### src/hdl/assert_macros.svh
// Assertion macros shared by the RTL.
`ifndef ASSERT_MACROS_SVH
`define ASSERT_MACROS_SVH

// Checks a property on every rising edge of clk outside reset.
`define LBS_ASSERT(label, prop, msg) \
  label: assert property (@(posedge clk) disable iff (!rst_n) prop) else $error(msg);

// Checks a property on every rising edge of clk, reset included.
`define LBS_ASSERT_ALWAYS(label, prop, msg) \
  label: assert property (@(posedge clk) prop) else $error(msg);

`endif

### src/hdl/lbs_pkg.sv
`timescale 1ns / 1ps
package lbs_pkg;

  localparam int VALUE_W = 32;
  localparam int TOTAL_W = 7;

  typedef enum logic [4:0] {
    S_LOAD,
    S_RI_RD, S_RI_LD, S_RK_RD, S_RK_CMP, S_RI_WR,
    S_FI_RD, S_FI_LD, S_FK_RD, S_FK_CMP, S_FI_WR,
    S_PK_RD, S_PK_LD, S_B1_RD, S_B1_WR, S_B2_RD, S_B2_WR,
    S_O_RD1, S_O_RD2, S_O_CAP, S_O_SHOW
  } lbs_state_t;

  typedef struct packed {
    logic elem_we;
    logic rise_we;
    logic fall_we;
    logic ord_we;
  } lbs_wr_t;

endpackage

### src/hdl/lbs_in_if.sv
`timescale 1ns / 1ps
interface lbs_in_if import lbs_pkg::*; ();
  logic               valid;
  logic               ready;
  logic [VALUE_W-1:0] value;
  logic               is_last;

  modport source (output valid, output value, output is_last, input ready);
  modport sink (input valid, input value, input is_last, output ready);
endinterface

### src/hdl/lbs_out_if.sv
`timescale 1ns / 1ps
interface lbs_out_if import lbs_pkg::*; ();
  logic               valid;
  logic               ready;
  logic [VALUE_W-1:0] out_value;
  logic [TOTAL_W-1:0] total_length;
  logic               run_end;

  modport source (output valid, output out_value, output total_length, output run_end,
                  input ready);
  modport sink (input valid, input out_value, input total_length, input run_end,
                output ready);
endinterface

### src/hdl/lbs_tables.sv
`timescale 1ns / 1ps
module lbs_tables import lbs_pkg::*; #(
  parameter int DEPTH = 64,
  parameter int AW    = 6,
  parameter int CW    = 7
) (
  input  logic               clk,
  input  lbs_wr_t            wr,
  input  logic [AW-1:0]      wr_addr,
  input  logic [VALUE_W-1:0] elem_d,
  input  logic [CW-1:0]      len_d,
  input  logic [AW-1:0]      link_d,
  input  logic [AW-1:0]      rd_addr,
  output logic [VALUE_W-1:0] elem_q,
  output logic [CW-1:0]      rise_len_q,
  output logic [AW-1:0]      rise_link_q,
  output logic [CW-1:0]      fall_len_q,
  output logic [AW-1:0]      fall_link_q,
  output logic [AW-1:0]      ord_q
);

  logic [VALUE_W-1:0] elem_mem  [DEPTH];
  logic [CW-1:0]      rlen_mem  [DEPTH];
  logic [AW-1:0]      rlink_mem [DEPTH];
  logic [CW-1:0]      flen_mem  [DEPTH];
  logic [AW-1:0]      flink_mem [DEPTH];
  logic [AW-1:0]      ord_mem   [DEPTH];

  always_ff @(posedge clk) begin
    if (wr.elem_we) begin
      elem_mem[wr_addr] <= elem_d;
    end
    if (wr.rise_we) begin
      rlen_mem[wr_addr]  <= len_d;
      rlink_mem[wr_addr] <= link_d;
    end
    if (wr.fall_we) begin
      flen_mem[wr_addr]  <= len_d;
      flink_mem[wr_addr] <= link_d;
    end
    if (wr.ord_we) begin
      ord_mem[wr_addr] <= link_d;
    end
    elem_q      <= elem_mem[rd_addr];
    rise_len_q  <= rlen_mem[rd_addr];
    rise_link_q <= rlink_mem[rd_addr];
    fall_len_q  <= flen_mem[rd_addr];
    fall_link_q <= flink_mem[rd_addr];
    ord_q       <= ord_mem[rd_addr];
  end

endmodule

### src/hdl/longest_bitonic_subsequence_unit.sv
`timescale 1ns / 1ps
// Channel  Direction  Payload                              Handshake
// in_ch    input      value, is_last                       valid / ready
// out_ch   output     out_value, total_length, run_end     valid / ready
//
// Loading takes one cycle per item; the block stays ready until an item marked last.
// The search then runs each compare as a read state and a compare state, set by the
// single read port shared by all tables.
// Building the output order reads and writes each result position in turn, and each
// result item is read, captured and shown; no input item is taken meanwhile.
// Reset is synchronous and active low; it clears the sequencer and the item count.
// A stalled result holds in its output register until it is taken.
module longest_bitonic_subsequence_unit import lbs_pkg::*; #(
  parameter int MAX_ITEMS = 64
) (
  input  logic      clk,
  input  logic      rst_n,
  lbs_in_if.sink    in_ch,
  lbs_out_if.source out_ch
);

  `include "assert_macros.svh"

  localparam int AW = (MAX_ITEMS > 1) ? $clog2(MAX_ITEMS) : 1;
  localparam int CW = $clog2(MAX_ITEMS + 1);
  localparam logic [CW-1:0] MAX_C = CW'(MAX_ITEMS);
  localparam logic [CW-1:0] ONE_C = CW'(1);

  lbs_state_t state_r, state_nxt;

  logic [CW-1:0]      cnt_r, cur_len_r, rise_i_r, best_r, pos_r, plen_r;
  logic [AW-1:0]      i_r, k_r, cur_link_r, peak_r, idx_r;
  logic [VALUE_W-1:0] ei_r, out_val_r;

  lbs_wr_t            wr;
  logic [AW-1:0]      wr_addr, rd_addr, link_d;
  logic [CW-1:0]      len_d;
  logic [VALUE_W-1:0] elem_q;
  logic [CW-1:0]      rise_len_q, fall_len_q;
  logic [AW-1:0]      rise_link_q, fall_link_q, ord_q;

  logic          in_acc, out_acc, better, last_i_rise, last_k_rise, last_k_fall, last_out;
  logic [CW:0]   comb_len;

  lbs_tables #(.DEPTH(MAX_ITEMS), .AW(AW), .CW(CW)) u_tables (
    .clk         (clk),
    .wr          (wr),
    .wr_addr     (wr_addr),
    .elem_d      (in_ch.value),
    .len_d       (len_d),
    .link_d      (link_d),
    .rd_addr     (rd_addr),
    .elem_q      (elem_q),
    .rise_len_q  (rise_len_q),
    .rise_link_q (rise_link_q),
    .fall_len_q  (fall_len_q),
    .fall_link_q (fall_link_q),
    .ord_q       (ord_q)
  );

  assign in_acc      = in_ch.valid && in_ch.ready;
  assign out_acc     = out_ch.valid && out_ch.ready;
  assign better      = ($signed(elem_q) < $signed(ei_r)) &&
                       ((state_r == S_RK_CMP) ? (rise_len_q >= cur_len_r)
                                              : (fall_len_q >= cur_len_r));
  assign last_i_rise = (CW'(i_r) + ONE_C) == cnt_r;
  assign last_k_rise = (CW'(k_r) + ONE_C) == CW'(i_r);
  assign last_k_fall = CW'(k_r) == (CW'(i_r) + ONE_C);
  assign last_out    = (CW'(k_r) + ONE_C) == best_r;
  assign comb_len    = {1'b0, rise_i_r} + {1'b0, cur_len_r} - {1'b0, ONE_C};

  always_comb begin
    state_nxt = state_r;
    unique case (state_r)
      S_LOAD:   if (in_acc && in_ch.is_last) state_nxt = S_RI_RD;
      S_RI_RD:  state_nxt = S_RI_LD;
      S_RI_LD:  state_nxt = (i_r == '0) ? S_RI_WR : S_RK_RD;
      S_RK_RD:  state_nxt = S_RK_CMP;
      S_RK_CMP: state_nxt = last_k_rise ? S_RI_WR : S_RK_RD;
      S_RI_WR:  state_nxt = last_i_rise ? S_FI_RD : S_RI_RD;
      S_FI_RD:  state_nxt = S_FI_LD;
      S_FI_LD:  state_nxt = last_i_rise ? S_FI_WR : S_FK_RD;
      S_FK_RD:  state_nxt = S_FK_CMP;
      S_FK_CMP: state_nxt = last_k_fall ? S_FI_WR : S_FK_RD;
      S_FI_WR:  state_nxt = (i_r == '0) ? S_PK_RD : S_FI_RD;
      S_PK_RD:  state_nxt = S_PK_LD;
      S_PK_LD:  state_nxt = S_B1_RD;
      S_B1_RD:  state_nxt = S_B1_WR;
      S_B1_WR: begin
        if (pos_r != ONE_C) begin
          state_nxt = S_B1_RD;
        end else if (plen_r < best_r) begin
          state_nxt = S_B2_RD;
        end else begin
          state_nxt = S_O_RD1;
        end
      end
      S_B2_RD:  state_nxt = S_B2_WR;
      S_B2_WR:  state_nxt = ((pos_r + ONE_C) == best_r) ? S_O_RD1 : S_B2_RD;
      S_O_RD1:  state_nxt = S_O_RD2;
      S_O_RD2:  state_nxt = S_O_CAP;
      S_O_CAP:  state_nxt = S_O_SHOW;
      S_O_SHOW: if (out_acc) state_nxt = last_out ? S_LOAD : S_O_RD1;
      default:  state_nxt = S_LOAD;
    endcase
  end

  always_comb begin
    wr      = '0;
    wr_addr = i_r;
    rd_addr = i_r;
    len_d   = cur_len_r;
    link_d  = cur_link_r;
    unique case (state_r)
      S_LOAD: begin
        wr.elem_we = in_acc && (cnt_r < MAX_C);
        wr_addr    = cnt_r[AW-1:0];
      end
      S_RK_RD, S_FK_RD: rd_addr = k_r;
      S_RI_WR:          wr.rise_we = 1'b1;
      S_FI_WR:          wr.fall_we = 1'b1;
      S_PK_RD:          rd_addr = peak_r;
      S_B1_RD, S_B2_RD: rd_addr = idx_r;
      S_B1_WR: begin
        wr.ord_we = 1'b1;
        wr_addr   = AW'(pos_r - ONE_C);
        link_d    = idx_r;
      end
      S_B2_WR: begin
        wr.ord_we = 1'b1;
        wr_addr   = AW'(pos_r);
        link_d    = fall_link_q;
      end
      S_O_RD1:  rd_addr = k_r;
      S_O_RD2:  rd_addr = ord_q;
      default: begin
      end
    endcase
  end

  assign in_ch.ready         = (state_r == S_LOAD);
  assign out_ch.valid        = (state_r == S_O_SHOW);
  assign out_ch.out_value    = out_val_r;
  assign out_ch.total_length = TOTAL_W'(best_r);
  assign out_ch.run_end      = last_out;

  always_ff @(posedge clk) begin
    if (!rst_n) begin
      state_r <= S_LOAD;
      cnt_r   <= '0;
    end else begin
      state_r <= state_nxt;
      if (state_r == S_LOAD && in_acc && cnt_r < MAX_C) begin
        cnt_r <= cnt_r + ONE_C;
      end
      if (state_r == S_O_SHOW && out_acc && last_out) begin
        cnt_r <= '0;
      end
    end
  end

  always_ff @(posedge clk) begin
    case (state_r)
      S_LOAD: i_r <= '0;
      S_RI_LD, S_FI_LD: begin
        ei_r       <= elem_q;
        rise_i_r   <= rise_len_q;
        cur_len_r  <= ONE_C;
        cur_link_r <= i_r;
        k_r        <= (state_r == S_RI_LD) ? '0 : AW'(cnt_r - ONE_C);
      end
      S_RK_CMP, S_FK_CMP: begin
        if (better) begin
          cur_len_r  <= ((state_r == S_RK_CMP) ? rise_len_q : fall_len_q) + ONE_C;
          cur_link_r <= k_r;
        end
        k_r <= (state_r == S_RK_CMP) ? k_r + AW'(1) : k_r - AW'(1);
      end
      S_RI_WR: begin
        if (last_i_rise) begin
          best_r <= '0;
          peak_r <= '0;
        end else begin
          i_r <= i_r + AW'(1);
        end
      end
      S_FI_WR: begin
        if (comb_len > {1'b0, best_r}) begin
          best_r <= comb_len[CW-1:0];
          peak_r <= i_r;
        end
        i_r <= i_r - AW'(1);
      end
      S_PK_LD: begin
        pos_r  <= rise_len_q;
        plen_r <= rise_len_q;
        idx_r  <= peak_r;
      end
      S_B1_WR: begin
        pos_r <= pos_r - ONE_C;
        idx_r <= rise_link_q;
        k_r   <= '0;
        if (pos_r == ONE_C) begin
          pos_r <= plen_r;
          idx_r <= peak_r;
        end
      end
      S_B2_WR: begin
        pos_r <= pos_r + ONE_C;
        idx_r <= fall_link_q;
      end
      S_O_CAP:  out_val_r <= elem_q;
      S_O_SHOW: if (out_acc) k_r <= k_r + AW'(1);
      default: begin
      end
    endcase
  end

  `LBS_ASSERT(a_cnt_bound, cnt_r <= MAX_C, "item count beyond capacity")
  `LBS_ASSERT(a_no_overlap, !(in_ch.ready && out_ch.valid), "loading while a result is shown")
  `LBS_ASSERT(a_len_nonzero, out_ch.valid |-> (best_r != '0), "result with zero length")
  `LBS_ASSERT(a_end_reload, out_acc && out_ch.run_end |=> in_ch.ready && (cnt_r == '0), "set not cleared")

endmodule
### src/flat_wrapper.sv
// flat-port wrapper written by rule: the top's interface ports become plain ports
module longest_bitonic_subsequence_unit_flat import lbs_pkg::*;
#(
  parameter int MAX_ITEMS = 64
)
  (clk, rst_n, in_ch_valid, in_ch_value, in_ch_is_last, in_ch_ready, out_ch_valid, out_ch_out_value, out_ch_total_length, out_ch_run_end, out_ch_ready);
  lbs_in_if in_ch_i ();
  lbs_out_if out_ch_i ();
  input  logic clk;
  input  logic rst_n;
  input wire logic [$bits(in_ch_i.valid)-1:0] in_ch_valid;
  input wire logic [$bits(in_ch_i.value)-1:0] in_ch_value;
  input wire logic [$bits(in_ch_i.is_last)-1:0] in_ch_is_last;
  output wire logic [$bits(in_ch_i.ready)-1:0] in_ch_ready;
  output wire logic [$bits(out_ch_i.valid)-1:0] out_ch_valid;
  output wire logic [$bits(out_ch_i.out_value)-1:0] out_ch_out_value;
  output wire logic [$bits(out_ch_i.total_length)-1:0] out_ch_total_length;
  output wire logic [$bits(out_ch_i.run_end)-1:0] out_ch_run_end;
  input wire logic [$bits(out_ch_i.ready)-1:0] out_ch_ready;
  assign in_ch_i.valid = in_ch_valid;
  assign in_ch_i.value = in_ch_value;
  assign in_ch_i.is_last = in_ch_is_last;
  assign in_ch_ready = in_ch_i.ready;
  assign out_ch_valid = out_ch_i.valid;
  assign out_ch_out_value = out_ch_i.out_value;
  assign out_ch_total_length = out_ch_i.total_length;
  assign out_ch_run_end = out_ch_i.run_end;
  assign out_ch_i.ready = out_ch_ready;
  longest_bitonic_subsequence_unit #(.MAX_ITEMS(MAX_ITEMS)) u_core (.clk(clk), .rst_n(rst_n), .in_ch(in_ch_i), .out_ch(out_ch_i));
endmodule
### config.mk
export PLATFORM = sky130hd
export DESIGN_NAME = longest_bitonic_subsequence_unit_flat
export DESIGN_NICKNAME = d
export VERILOG_FILES = /design/src/hdl/lbs_pkg.sv /design/src/hdl/lbs_in_if.sv /design/src/hdl/lbs_out_if.sv /design/src/hdl/lbs_tables.sv /design/src/hdl/longest_bitonic_subsequence_unit.sv /design/src/flat_wrapper.sv
export VERILOG_INCLUDE_DIRS = /design/src /design/src/hdl
export SDC_FILE = /design/constraint.sdc
export NUM_CORES = 2
export LEC_CHECK = 0
export BUFFER_PORTS_ARGS = -buffer_cell sky130_fd_sc_hd__buf_2
export CORE_ASPECT_RATIO = 1.75
export CORE_MARGIN = 2
export CORE_UTILIZATION = 45
export CTS_CLUSTER_DIAMETER = 50
export DETAILED_ROUTE_END_ITERATION = 8
export RECOVER_POWER = 50
export SYNTH_ARGS = -nofsm -noshare
export SYNTH_HDL_FRONTEND = slang
export SYNTH_HIERARCHICAL = 1
export SYNTH_SLANG_ARGS = --single-unit
### constraint.sdc
create_clock -name clk -period 6.7 [get_ports clk]
set_input_delay 0 -clock clk [delete_from_list [all_inputs] [get_ports clk]]
set_output_delay 0 -clock clk [all_outputs]
set_load 0.03 [all_outputs]
* After elaboration in Yosys (flattened, before gate mapping) *
Memory sizes are Yosys's and may differ from the RTL's. A register that Yosys moved wholly into a read port is not among the register bits.
Cells that the tools add are included.

storage, ports and cells
  bits in registers = 141
  RAM bits = 4096
  input port bits = 37
  output and inout port bits = 42
  word-level logic and storage cells = 150
  memories kept = 6

operators by class
  add/subtract/negate cells = 13
  order comparisons = 6
  eq/ne operators = 33
  muxes and demuxes = 50
  bitwise logic cells = 1
  reductions and logical operators = 27

memory list
  name                       depth  width  rd ports  clocked after memory_dff  write ports  RTL line          text
  u_core.u_tables.elem_mem   64     32     1         1                         1            lbs_tables.sv:22  logic [VALUE_W-1:0] elem_mem [DEPTH];
  u_core.u_tables.flen_mem   64     7      1         1                         1            lbs_tables.sv:25  logic [CW-1:0] flen_mem [DEPTH];
  u_core.u_tables.rlen_mem   64     7      1         1                         1            lbs_tables.sv:23  logic [CW-1:0] rlen_mem [DEPTH];
  u_core.u_tables.flink_mem  64     6      1         1                         1            lbs_tables.sv:26  logic [AW-1:0] flink_mem [DEPTH];
  u_core.u_tables.ord_mem    64     6      1         1                         1            lbs_tables.sv:27  logic [AW-1:0] ord_mem [DEPTH];
  u_core.u_tables.rlink_mem  64     6      1         1                         1            lbs_tables.sv:24  logic [AW-1:0] rlink_mem [DEPTH];

operator list
  cell                                                                   count
  5-bit case mux with 21 select lines                                    1
  6-bit case mux with 3 select lines                                     3
  6-bit 2-to-1 mux                                                       8
  6-bit case mux with 4 select lines                                     2
  5-bit by 4-bit equality test with 1-bit output, second input constant  8
  6-bit case mux with 2 select lines                                     3
  7-bit 2-to-1 mux                                                       5
  32-bit less-than comparator                                            1
  5-bit 2-to-1 mux                                                       6
  7-bit case mux with 2 select lines                                     2
  5-bit equality test, second input constant                             5
  7-bit by 1-bit adder with 7-bit output, second input constant          3
  7-bit equality test                                                    3
  7-bit case mux with 3 select lines                                     1
  5-bit by 3-bit equality test with 1-bit output, second input constant  4
  6-bit by 1-bit subtractor with 6-bit output, second input constant     3
  6-bit by 1-bit adder with 7-bit output, second input constant          2
  7-bit >= comparator                                                    2
  1-bit 2-to-1 mux                                                       13
  6-bit by 1-bit adder with 6-bit output, second input constant          2
  5-bit by 2-bit equality test with 1-bit output, second input constant  2
  2-bit OR reduction                                                     5
  1-bit logical AND                                                      9
  3-bit 2-to-1 mux                                                       3
  other kinds (24)                                                       34

* Longest topological paths before layout *
  depth in word-level cells = 6
  gate-level depth with buffers = 16
  depth with buffers taken out = 14

* Hierarchy *
Netlist, hierarchy kept.

modules (own cells, without submodules)
  module                            instances  cells an instance  area each (um2)
  lbs_tables                        1          6793               157483.5
  longest_bitonic_subsequence_unit  1          905                9302.7

* Least setup slack after synthesis *
Ideal clock, no wire load.

  kind = register -> register
  start = register u_core.cur_len_r[1]
  end = register u_core.best_r[0], in the netlist u_core/out_ch.total_length[0], enable pin
  setup time = 0.408 ns
  data arrival time = 5.261 ns
  required time = 6.292 ns
  setup slack = 1.031 ns
  cell stages (with the launch flop) = 15
  clock period less this slack = 5.669 ns
  cells stage by stage = edfxtp_1 inv_1 ha_1 inv_1 ha_1 fa_1 a21oi_1 nor2_1 nor2_1 xnor2_1 ha_1 nand3_1 o22a_1 o31ai_1 a311oi_1

between the ends
  word-level cells in the longest chain between the ends = 5

RTL lines
  item                                                               RTL line                                 text
  from (decl)                                                        longest_bitonic_subsequence_unit.sv:31   logic [CW-1:0] cnt_r, cur_len_r, rise_i_r, best_r, pos_r, plen_r;
  from (signal assigned)                                             longest_bitonic_subsequence_unit.sv:174  cur_len_r <= ((state_r == S_RK_CMP) ? rise_len_q : fall_len_q) + ONE_C;
  7-bit by 7-bit adder with 8-bit output                             longest_bitonic_subsequence_unit.sv:70   assign comb_len = {1'b0, rise_i_r} + {1'b0, cur_len_r} - {1'b0, ONE_C};
  8-bit by 1-bit subtractor with 8-bit output                        longest_bitonic_subsequence_unit.sv:70
  via u_core.comb_len[5]                                             longest_bitonic_subsequence_unit.sv:43   logic [CW:0] comb_len;
  8-bit by 7-bit > comparator with 1-bit output                      longest_bitonic_subsequence_unit.sv:188  if (comb_len > {1'b0, best_r}) begin
  2-bit by 1-bit inequality test with 1-bit output (no source line)  n/a
  3-bit AND reduction (no source line)                               n/a
  to (signal assigned)                                               longest_bitonic_subsequence_unit.sv:189  best_r <= comb_len[CW-1:0];
  to (decl)                                                          longest_bitonic_subsequence_unit.sv:31

The timed path passes the listed nets, and every way through them passes these cells.
A chain may end at the register's enable or synchronous reset.

* Worst setup path in the final report *
  start = register u_core.state_r[1]
  end = memory u_core.u_tables.elem_mem[28][21], enable pin

between the ends
  elaborated cells between the ends (all ways) = 9

RTL lines
  item                                         RTL line                                 text
  from (decl)                                  longest_bitonic_subsequence_unit.sv:29   lbs_state_t state_r, state_nxt;
  from (signal assigned)                       longest_bitonic_subsequence_unit.sv:152  state_r <= state_nxt;
  5-bit equality test (tied with other cells)  longest_bitonic_subsequence_unit.sv:114  unique case (state_r)
  6-bit case mux with 3 select lines (*)       longest_bitonic_subsequence_unit.sv:114
  via u_core.wr_addr[4]                        longest_bitonic_subsequence_unit.sv:36   logic [AW-1:0] wr_addr, rd_addr, link_d;
  to (decl)                                    lbs_tables.sv:22

Mark *: on every way through the listed nets, which the timed path passes. The rest lies on a longest branch.

==> impl_results.md <==
* Ys async rst share at 0%
* Site row count at roughly 300
* Routed vias at 82,200
* Synth warnings at 6
* #FFs+latches synth at roughly 4,300
* First-pass GRT wire length at a little under 700,000 um
* Hold Vio Cnt, Final at 0
* Worst Setup End Kind: register
* Worst skew pair latency at between 0.9 and 1 ns
* Fin. max-slew vios at approximately 3,600
* Slowest CP cell: and2_0
* HPWL after detailed placement at ~310,000 um
* Leakage at ~57 nW
* Clock share of power at ~29%
* Post-synth EDFFs at roughly 4,200
* Switching part of the total at around 32%
* Critical Path, Cell by Cell: nand4_1, o21ai_0, clkbuf_1, nand3b_1, nor2_1, clkbuf_1, and2_0, buf_4
* Reg2Reg Depth at 8
* CTS clk-pin slew, worst paths at about 0.07 ns
* Met2 Usage GRT at between 40% and 50%
* Total wire length at roughly 500,000 um
* Worst setup SP type: register
* Share of layout cells above drive strength 1 at about a quarter
* Critical Path AT at between 6 and 7 ns
* Die W at around 460 um
* Sequential share of power at a little over two fifths
* Post-layout net count at ~8,100
* Gr busiest metal: met2
* Final RePlAce weighted congestion at between 0.9 and 1
* Initial DRC Count at around 9,500
* Register area share after synthesis at 77.0%
* Critical path type: reg -> reg
* Global Route met3 Usage at approximately 3.2%
* Clock buffer count from CTS at 380
* Grt ovf at 0
* Internal at approximately 52 mW
* Violated checks: design-rule violations, max-capacitance violations, max-slew violations
* Max Buffers Root-to-Sink at 4
* VDD IR max at slightly below 0.4 mV
* RSZ-0062 raised after global routing: no
* Synth unique cells at between 80 and 90
* Antenna-violating nets left at 0
* Cell mode on critical path: clkbuf_1
* Sink Count at approximately 4,300
* Switching power at around 25 mW
* FF-to-FF Start: u_core/state_r[1]
* Core area at ~370,000 sq um
* Buffers and inverters on the worst path at 3
* Power density over the cells at approximately 410 nW/um^2
* Initial Utilization at between 40% and 50%
* MaxCap Viol Count at about 60
* Hold Path Class: in -> reg
* Inst Count DP at between 10,000 and 15,000
* Crit. path cell count at 8
* CTS tree: built
* Mapped Area at 167,000 sq um
* Critical Path Fanout Max at 21
* Vias/cell at around 6.2
* Hold Slack at about 0.11 ns
* Largest net degree at the start of global routing at ~130
* Met1 GRT Util at 29.0%
* Worst setup path endpoint: u_core/u_tables/elem_mem[28][21]
* Die height at approximately 800 um
* RR Endpoint: u_core/u_tables/elem_mem[28][21]
* Avg Cell Area, Syn at 21.7 sq um
* Number of I/O pins at between 70 and 80
* Combinational group share of total power at about 30%
* Syn_nets at between 7,000 and 8,000
* Final worst slack at 0.389 ns
* Delay-heaviest family, CP: simple AND/OR/NAND/NOR gates
* CTS root buf: clkbuf_16
* Worst slack, placed at 0.730 ns
* Overall routing resource usage at between 20% and 30%
* Outcome: complete, but fails checks
* Critical Path Max Stage Delay at around 1.4 ns
* Clk_skew at 0.0689 ns
* DRC at 1
* Initial antenna violation count at 20
* Post-CTS Setup Repair Bufs at 0
* Area grow syn2layout at 11.9%
* Drt first pass iters at 9
* Final Non-Filler Cells at around 13,000
* Number of global-route vias before repair at approximately 85,000
* Average wire per standard cell at 36.8 um
* H-tree depth at 5
* Least-Margin Pin Slew at 4.37 ns
* Synth Flop Type: edfxtp_1
* Crit share post-route at a little over nine tenths
* I/O Buffers at just under 80
* Rel. slew slack at -191%
* Syn Inst Count at about 7,700
* Critical path startpoint: u_core/state_r[1]
* Die ar. at ~380,000 sq um
* Max Fclk at roughly 160 MHz
* Reg-to-reg slack, setup at roughly 0.39 ns
* Final setup viols at 0
* Worst Path Required at ~7.3 ns
* Final min period at between 6 and 7 ns
==> worst reg2reg max path: cells and delay by family (launching register included) <==
family | cells | cell delay (ns)
simple gates | 4 | 2.75
buf+inv | 3 | 1.27
compound gates | 1 | 0.99
flops | 1 | 0.92
==> metal layers <==
layer	up-vias	part of all wire, %
li1	33000	-
met1	44600	33
met2	3656	52
met3	953	6.0
met4	4	9.0
met5	-	0.0062
==> power groups by stage <==
stage	sequential [mW]	clock (mW)	combinational [mW]
floorplan	32.0	0	13.2
global placement	32.4	0	22.4
detailed placement	32.4	0	22.7
CTS	31.9	22.7	22.8
global route	32.0	23.6	23.3
finish	32.0	22.3	22.6
==> state kept, by name, indices dropped and copies added (netlist names), 7 cells and up <==
name / count
u_core/rise_i_r: 7
u_core/out_ch.out_value: 32
u_core/u_tables/rise_len_q: 7
u_core/out_ch.total_length: 7
u_core/ei_r: 32
u_core/u_tables/elem_mem: 2048
u_core/cnt_r: 7
u_core/u_tables/fall_len_q: 7
u_core/u_tables/flen_mem: 448
u_core/u_tables/elem_q: 32
u_core/cur_len_r: 7
u_core/u_tables/rlen_mem: 448
u_core/u_tables/rlink_mem: 384
u_core/plen_r: 7
u_core/u_tables/flink_mem: 384
u_core/u_tables/ord_mem: 384
u_core/pos_r: 7
==> cells by family after synthesis <==
group	synth area share [%]
AOI/OAI and AO/OA	3.50
xor gates and xnor gates	0.377
adders and majority gates	0.662
buffers and inverters	1.51
DFF	77.0
muxes	14.3
and+or+nand+nor	2.68
==> cells in the final DEF, fill, tap and decap left out, types with 76 or more instances in the layout <==
cell type / netlist / layout
clkbuf_1: 170 / 156
dfxtp_1: 76 / 76
nor2_1: 188 / 187
buf_4: 60 / 156
nand3_1: 139 / 136
o22ai_1: 137 / 137
clkbuf_16: 0 / 391
a22oi_1: 263 / 263
mux4_2: 1024 / 1024
inv_1: 83 / 82
ha_1: 85 / 85
nand2_1: 83 / 82
and2_1: 275 / 185
edfxtp_1: 4225 / 4225
clkinv_1: 0 / 79
==> through the flow <==
stage | instance area (sq um) | total power, mW | utilization [%] | setup TNS, ns
after floorplan | 167000 | 45.2 | - | 0
after global placement | 174000 | 54.8 | 47.2 | -0.180
after detailed placement | 174000 | 55.1 | 47.2 | 0
after CTS | 187000 | 77.3 | 50.7 | 0
after global routing | 187000 | 78.9 | 50.6 | 0
final | 187000 | 76.9 | 50.6 | 0
==> final cells by class <==
class | instances | area [sq um]
well taps | 4900 | 6130
flip-flops and latches | 4301 | 128000
fillers | 28900 | 182000
multi-input cells | 2862 | 36200
diodes | 31 | 77.6
inverters | 83 | 313
clock inverters | 232 | 2330
clock buffers | 457 | 10200
repair buffers | 383 | 3080
==> timing repair <==
item / 4_1_cts / 5_1_grt
resized for setup: 0 / 0
hold buffers: 39 / 0
endpoints found under the hold margin: 2002 / 0
==> synth_stat cells, types with 9 or more instances <==
library cell	n	share of area (%)
nand3b_1	35	0.16
a21o_1	13	0.059
nand4_1	10	0.038
o21ai_0	47	0.14
a211oi_1	70	0.32
nand2b_1	17	0.064
nor2_1	188	0.42
mux2i_1	72	0.43
nor2b_1	13	0.049
mux4_2	1024	14
a21oi_1	39	0.12
and2_1	275	1.0
edfxtp_1	4225	76
and3_1	9	0.034
nand2_1	83	0.19
o221ai_1	71	0.37
nand3_1	139	0.42
xor2_1	26	0.14
o22ai_1	137	0.51
clkbuf_1	170	0.38
buf_2	194	0.58
ha_1	85	0.64
inv_1	83	0.19
nor3_1	10	0.030
buf_1	20	0.045
a221o_1	14	0.084
o211a_1	65	0.39
xnor2_1	44	0.23
buf_4	60	0.27
a22oi_1	263	1.2
dfxtp_1	76	0.91
==> worst min-delay path by stage <==
stage | startpoint | slack (ns) | to | cells past startpoint
2_1_floorplan | in_ch_value[0] | 0.1 | u_core/u_tables/elem_mem[0][0] | 0
3_3_place_gp | rst_n | 0.33 | u_core/state_r[3] | 2
3_5_place_dp | rst_n | 0.33 | u_core/state_r[1] | 2
4_1_cts | in_ch_value[29] | 0.03 | u_core/u_tables/elem_mem[63][29] | 2
5_1_grt | rst_n | 0.14 | u_core/cnt_r[5] | 4
6_report | rst_n | 0.11 | u_core/cnt_r[5] | 4
(Power assumes the default switching activity.)
